File: config.mk
export PLATFORM = sky130hd
export DESIGN_NAME = dsw_seq
export DESIGN_NICKNAME = d
export VERILOG_FILES = /design/src/hw/rtl/dsw_pkg.sv /design/src/hw/rtl/dsw_seq.sv
export SDC_FILE = /design/constraint.sdc
export NUM_CORES = 1
export LEC_CHECK = 0
export BUFFER_PORTS_ARGS = -buffer_cell sky130_fd_sc_hd__buf_2
export CAP_MARGIN = 20
export CORE_UTILIZATION = 46
export CTS_BUF_LIST = sky130_fd_sc_hd__clkbuf_4 sky130_fd_sc_hd__clkbuf_8 sky130_fd_sc_hd__clkbuf_16
export DETAILED_ROUTE_END_ITERATION = 8
export GPL_ROUTABILITY_DRIVEN = 0
export PLACE_DENSITY = 0.83
export REMOVE_ABC_BUFFERS = 1
export SLEW_MARGIN = 20
export SYNTH_ARGS = -nofsm -noshare
export SYNTH_HDL_FRONTEND = slang
export SYNTH_SLANG_ARGS = --single-unit
File: constraint.sdc
create_clock -name clk -period 4 [get_ports clk]
set_input_delay 0.6 -clock clk [delete_from_list [all_inputs] [get_ports clk]]
set_output_delay 0.6 -clock clk [all_outputs]
set_load 0.05 [all_outputs]
File: src/hw/rtl/dsw_pkg.sv
// Shared types and fixed field widths of the dice sum way counter.
package dsw_pkg;

    // Widths of the transaction fields on the ports.
    localparam int DICE_COUNT_W = 7;
    localparam int FACE_COUNT_W = 7;
    localparam int TARGET_SUM_W = 11;
    localparam int WAY_COUNT_W  = 64;

    // Sequencer states.
    typedef enum logic [2:0] {
        ST_IDLE,
        ST_ROW,
        ST_DRAIN,
        ST_HOLD,
        ST_FETCH,
        ST_RESULT
    } dsw_state_t;

    // Control that travels with every read issued to the row stores.
    typedef struct packed {
        logic valid;      // A read is issued this cycle.
        logic clear;      // A new query starts; clears the saturation flag.
        logic fetch;      // Final read of the answer, not a row update.
        logic first_row;  // Previous row is the virtual start row, not a store.
        logic sub_valid;  // The entry leaving the window exists.
        logic init_a;     // Start-row value of the entry entering the window.
        logic init_b;     // Start-row value of the entry leaving the window.
        logic wr_bank;    // Store that receives the new row.
        logic rd_bank;    // Store that holds the previous row.
    } dsw_ctrl_t;

endpackage

File: src/hw/rtl/dsw_seq.sv
// Query sequencer: input and output handshakes, row and position counters, read issue.
module dsw_seq
    import dsw_pkg::*;
#(
    parameter int MAX_TARGET = 1024,
    parameter int MAX_DICE   = 64,
    parameter int MAX_FACES  = 64,
    parameter int COUNT_BITS = 64
)
(
    input  logic                            clk,
    input  logic                            rst_n,
    input  logic                            in_valid,
    output logic                            in_ready,
    input  logic [DICE_COUNT_W-1:0]         dice_count,
    input  logic [FACE_COUNT_W-1:0]         face_count,
    input  logic [TARGET_SUM_W-1:0]         target_sum,
    output logic                            out_valid,
    input  logic                            out_ready,
    output logic [COUNT_BITS-1:0]           way_value,
    output logic                            overflowed,
    output dsw_ctrl_t                       ctrl,
    output logic [$clog2(MAX_TARGET+1)-1:0] issue_idx,
    output logic [$clog2(MAX_TARGET+1)-1:0] rd_addr_a,
    output logic [$clog2(MAX_TARGET+1)-1:0] rd_addr_b,
    input  logic [COUNT_BITS-1:0]           result_value,
    input  logic                            sat_seen
);

    localparam int ADDR_W = $clog2(MAX_TARGET + 1);
    localparam int DICE_W = $clog2(MAX_DICE + 1);
    localparam int FACE_W = $clog2(MAX_FACES + 1);

    dsw_state_t            state_reg;
    dsw_state_t            state_next;
    logic [DICE_W-1:0]     dice_reg;
    logic [DICE_W-1:0]     dice_next;
    logic [FACE_W-1:0]     faces_reg;
    logic [FACE_W-1:0]     faces_next;
    logic [ADDR_W-1:0]     target_reg;
    logic [ADDR_W-1:0]     target_next;
    logic                  bad_reg;
    logic                  bad_next;
    logic [DICE_W-1:0]     row_reg;
    logic [DICE_W-1:0]     row_next;
    logic [ADDR_W-1:0]     pos_reg;
    logic [ADDR_W-1:0]     pos_next;
    logic                  out_valid_reg;
    logic                  out_valid_next;
    logic [COUNT_BITS-1:0] way_reg;
    logic [COUNT_BITS-1:0] way_next;
    logic                  ovf_reg;
    logic                  ovf_next;
    logic                  in_fire;
    logic                  bad_in;
    logic [DICE_W-1:0]     dice_clamp;
    logic [FACE_W-1:0]     faces_clamp;
    logic                  pos_last;
    logic                  row_last;
    logic                  out_free;

    // Clamping of the incoming transaction.
    always_comb
    begin
        bad_in      = (target_sum > MAX_TARGET);
        dice_clamp  = (dice_count > MAX_DICE) ? DICE_W'(MAX_DICE) : DICE_W'(dice_count);
        faces_clamp = (face_count > MAX_FACES) ? FACE_W'(MAX_FACES) : FACE_W'(face_count);
    end

    assign in_ready = (state_reg == ST_IDLE);
    assign in_fire  = in_valid && in_ready;
    assign pos_last = (pos_reg == target_reg);
    assign row_last = ((row_reg + 1'b1) == dice_reg);
    assign out_free = !out_valid_reg || out_ready;

    // Next state.
    always_comb
    begin
        state_next = state_reg;
        unique case (state_reg)
            ST_IDLE:
            begin
                if (in_fire)
                begin
                    if (bad_in || (dice_clamp == '0))
                    begin
                        state_next = ST_DRAIN;
                    end
                    else
                    begin
                        state_next = ST_ROW;
                    end
                end
            end
            ST_ROW:
            begin
                if (pos_last && row_last)
                begin
                    state_next = ST_DRAIN;
                end
            end
            ST_DRAIN:
            begin
                state_next = ST_HOLD;
            end
            ST_HOLD:
            begin
                if (out_free)
                begin
                    state_next = ST_FETCH;
                end
            end
            ST_FETCH:
            begin
                state_next = ST_RESULT;
            end
            ST_RESULT:
            begin
                state_next = ST_IDLE;
            end
            default:
            begin
                state_next = ST_IDLE;
            end
        endcase
    end

    // Read issue towards the row stores and the window datapath.
    always_comb
    begin
        ctrl       = '0;
        ctrl.clear = in_fire;
        issue_idx  = pos_reg;
        rd_addr_a  = ADDR_W'(pos_reg - 1'b1);
        rd_addr_b  = ADDR_W'(pos_reg - faces_reg - 1'b1);
        unique case (state_reg)
            ST_ROW:
            begin
                ctrl.valid     = 1'b1;
                ctrl.first_row = (row_reg == '0);
                ctrl.sub_valid = (pos_reg > faces_reg);
                ctrl.init_a    = (pos_reg == ADDR_W'(1));
                ctrl.init_b    = ((pos_reg - 1'b1) == faces_reg);
                ctrl.wr_bank   = row_reg[0];
                ctrl.rd_bank   = ~row_reg[0];
            end
            ST_FETCH:
            begin
                ctrl.valid     = 1'b1;
                ctrl.fetch     = 1'b1;
                ctrl.first_row = bad_reg || (dice_reg == '0);
                ctrl.init_a    = (target_reg == '0);
                ctrl.rd_bank   = ~dice_reg[0];
                issue_idx      = target_reg;
                rd_addr_a      = target_reg;
            end
            ST_IDLE, ST_DRAIN, ST_HOLD, ST_RESULT:
            begin
                ctrl.valid = 1'b0;
            end
            default:
            begin
                ctrl.valid = 1'b0;
            end
        endcase
    end

    // Counters, query fields and the result register.
    always_comb
    begin
        dice_next      = dice_reg;
        faces_next     = faces_reg;
        target_next    = target_reg;
        bad_next       = bad_reg;
        row_next       = row_reg;
        pos_next       = pos_reg;
        out_valid_next = out_valid_reg && !out_ready;
        way_next       = way_reg;
        ovf_next       = ovf_reg;
        if (in_fire)
        begin
            dice_next   = dice_clamp;
            faces_next  = faces_clamp;
            target_next = ADDR_W'(target_sum);
            bad_next    = bad_in;
            row_next    = '0;
            pos_next    = '0;
        end
        if (state_reg == ST_ROW)
        begin
            if (pos_last)
            begin
                pos_next = '0;
                row_next = row_reg + 1'b1;
            end
            else
            begin
                pos_next = pos_reg + 1'b1;
            end
        end
        if (state_reg == ST_RESULT)
        begin
            out_valid_next = 1'b1;
            way_next       = bad_reg ? '0 : result_value;
            ovf_next       = bad_reg || sat_seen;
        end
    end

    assign out_valid  = out_valid_reg;
    assign way_value  = way_reg;
    assign overflowed = ovf_reg;

    // Control registers.
    always_ff @(posedge clk or negedge rst_n)
    begin
        if (!rst_n)
        begin
            state_reg     <= ST_IDLE;
            out_valid_reg <= 1'b0;
            row_reg       <= '0;
            pos_reg       <= '0;
        end
        else
        begin
            state_reg     <= state_next;
            out_valid_reg <= out_valid_next;
            row_reg       <= row_next;
            pos_reg       <= pos_next;
        end
    end

    // Payload registers.
    always_ff @(posedge clk)
    begin
        dice_reg   <= dice_next;
        faces_reg  <= faces_next;
        target_reg <= target_next;
        bad_reg    <= bad_next;
        way_reg    <= way_next;
        ovf_reg    <= ovf_next;
    end

endmodule

==> impl_metrics.json <==
{
  "critPathCapture": "ctrl[2]",
  "track_usage_pct": 22.7,
  "grt_pass1_vias": 4460,
  "ant_nets": 0,
  "crit_start": "pos_reg[0]",
  "nFillCells": 1082,
  "preCtsSetupSlack_ps": 926,
  "min_period_ps": 3610,
  "die_h_um": 116,
  "clk_path_buf_depth": 2,
  "rr_worst_depth": 6,
  "syn_inst": 544,
  "powerDensity_mw_per_mm2": 771,
  "drt_iter0_markers": 295,
  "worst_skew_pair.late_latency_ps": 410,
  "worst_slack_ps": 387,
  "relSlewSlack_pct": 50.2,
  "slew_violations": 0,
  "skew_ps": 9.97,
  "synth_edf_count": 91,
  "setup_viol": 0,
  "ys_seq_area_share_pct": 55.2,
  "via_per_inst": 5.10,
  "synth_top_area_share_pct": 45.9,
  "wire_per_inst_um": 15.7,
  "dr.pass1.iters": 4,
  "ys.flop_type": "edfxtp_1",
  "hold_viol": 0,
  "postCtsSetupBuffers": 0,
  "clk_pin_slew_ps": 50,
  "cap_violations": 0,
  "grt_setup_unrepaired": "no",
  "hpwlAfterDp_um": 10800,
  "die_x_um": 116,
  "final_common_cell": "buf_2",
  "syn_to_final_growth_pct": 27.9,
  "dieArea_mm2": 0.0134,
  "h-tree-depth": 4,
  "p_leak_nw": 3.31,
  "r2r_end": "row_reg[6]",
  "hold_slack_ps": 181,
  "grt-ovfl-total": 0,
  "r2r_setup_slack_ps": 1680,
  "post_cts_resized": 0,
  "cp-start-kind": "register",
  "ctsHoldBuffers": 0,
  "design_area_mm2": 0.00761,
  "cts_buffers": 17,
  "drc_errors": 0,
  "ys_ff_latch": 113,
  "ys_types": 57,
  "wl_um": 14500,
  "path_max_fanout": 12,
  "yosysTopAreaCell": "edfxtp_1",
  "hp-class": "input port to async pin",
  "ios": 203,
  "yosys_warnings": 0,
  "nets": 845,
  "worst_ep_required_time_ps": 3400,
  "start_util_pct": 47.1,
  "status": "complete, no violations",
  "multi_input_area_mm2": 0.00240,
  "endpoint_kind": "primary output",
  "num_rows": 41,
  "peakVddDrop_uv": 367,
  "cts_tree": "done",
  "synth_area_leaders": "edfxtp_1 46%, dfrtp_1 9.3%, nor2b_1 8.4%",
  "setup-tns-final_ps": 0,
  "largest_reg_flops": 64,
  "synth_area_mm2": 0.00595,
  "core_mm2": 0.0126,
  "drive_above_1_share_pct": 33.7,
  "path_class": "register to primary output",
  "seq_area_mm2": 0.00328,
  "grt_first_pass_wirelength_um": 22400,
  "grt_start_max_net_pins": 67,
  "place_area_mm2": 0.00704,
  "synthArstFlopShare_pct": 19.5,
  "cts.sinks": 113,
  "final_cell_mix": "202 x buf_2, 91 x edfxtp_1, 80 x nor2b_1, 45 x nand2_1, 34 x nor2_1",
  "antenna_found_initial": 2,
  "synth.avg_cell_area_um2": 10.9,
  "power.total_mw": 5.86,
  "worst_pin_slew_ps": 745,
  "vias": 4703,
  "cts_root_buffer": "clkbuf_16",
  "period_share_pct": 90.3,
  "timing.rr.start": "pos_reg[7]",
  "io_buffer_count": 202,
  "max_freq_mhz": 277,
  "cp.arrival_ps": 3010
}
==> layout make-up <==
type | count | share of cell area, %
Sequential cell | 113 | 43.2
Antenna cell | 1 | 0.0329
Tap cell | 172 | 2.83
Clock buffer | 20 | 5.89
Timing Repair Buffer | 208 | 13.9
Multi-Input combinational cell | 375 | 31.6
Clock inverter | 12 | 1.55
Inverter | 22 | 1.09
==> where the power goes <==
| part | switching (mW) | internal [mW] | leakage (nW) |
|---|---|---|---|
| combinational | 2.02 | 0.706 | 1.89 |
| sequential | 0.185 | 1.51 | 1.14 |
| clock | 0.510 | 0.925 | 0.283 |
| total | 2.72 | 3.14 | 3.31 |
==> synthesized netlist by cell type (3+ instances only) <==
cell type	count
edfxtp_1	91
nor2b_1	80
nand2_1	45
nor2_1	35
o21ai_0	31
xnor2_1	26
dfrtp_1	22
inv_1	22
xor2_1	19
a21oi_1	18
clkbuf_1	14
ha_1	13
nand3_1	13
nor3_1	13
buf_2	12
and3_1	11
nor4_1	8
nand4_1	6
o21ai_1	6
buf_6	5
nand2b_1	4
a21o_1	3
o31ai_1	3
or3_1	3
==> cell families (layout without fill, tap and decap cells) <==
logic type      count (synthesis)  after routing  share of synthesized area, %
buf+inv                        56            262                          4.54
fa+ha+maj                      14             14                          3.07
compound gates                 78             78                          8.04
xor+xnor                       46             46                          6.90
simple gates                  237            237                          22.3
flops                         113            113                          55.2
other cells                     0              1                             0
==> critical path, cell delays in order, from the launching register on <==
cell and delay, ps:
dfrtp_1 570, inv_1 180, ha_1 390, xnor2_1 160, or4_1 390, nor3_1 250
nand4_1 160, a211oi_2 210, buf_2 290
==> metal layers <==
layer  vias to the layer above  wire length, um  global-route usage, %
li1                       2276                -                      -
met1                      2161             5550                   25.4
met2                       239             7220                   38.6
met3                        25             1420                   8.94
met4                         2              313                   9.49
met5                         -               13                      0
==> metrics by stage <==
stage               std cells  utilization [%]
floorplan                 510                -
global placement          890             55.8
detailed placement        890             55.8
CTS                       922             60.3
global route              923             60.3
finish                    923             60.3
==> how the worst min path moves through the flow <==
| stage | slack [ps] | endpoint |
|---|---|---|
| detailed placement | 520 | row_reg[6] |
| floorplan | 300 | out_valid |
| global route | 210 | out_valid |
| global placement | 500 | row_reg[6] |
| finish | 180 | state_reg[1] |
| CTS | 190 | out_valid |
Note: power is estimated with default switching activity, not from simulation.
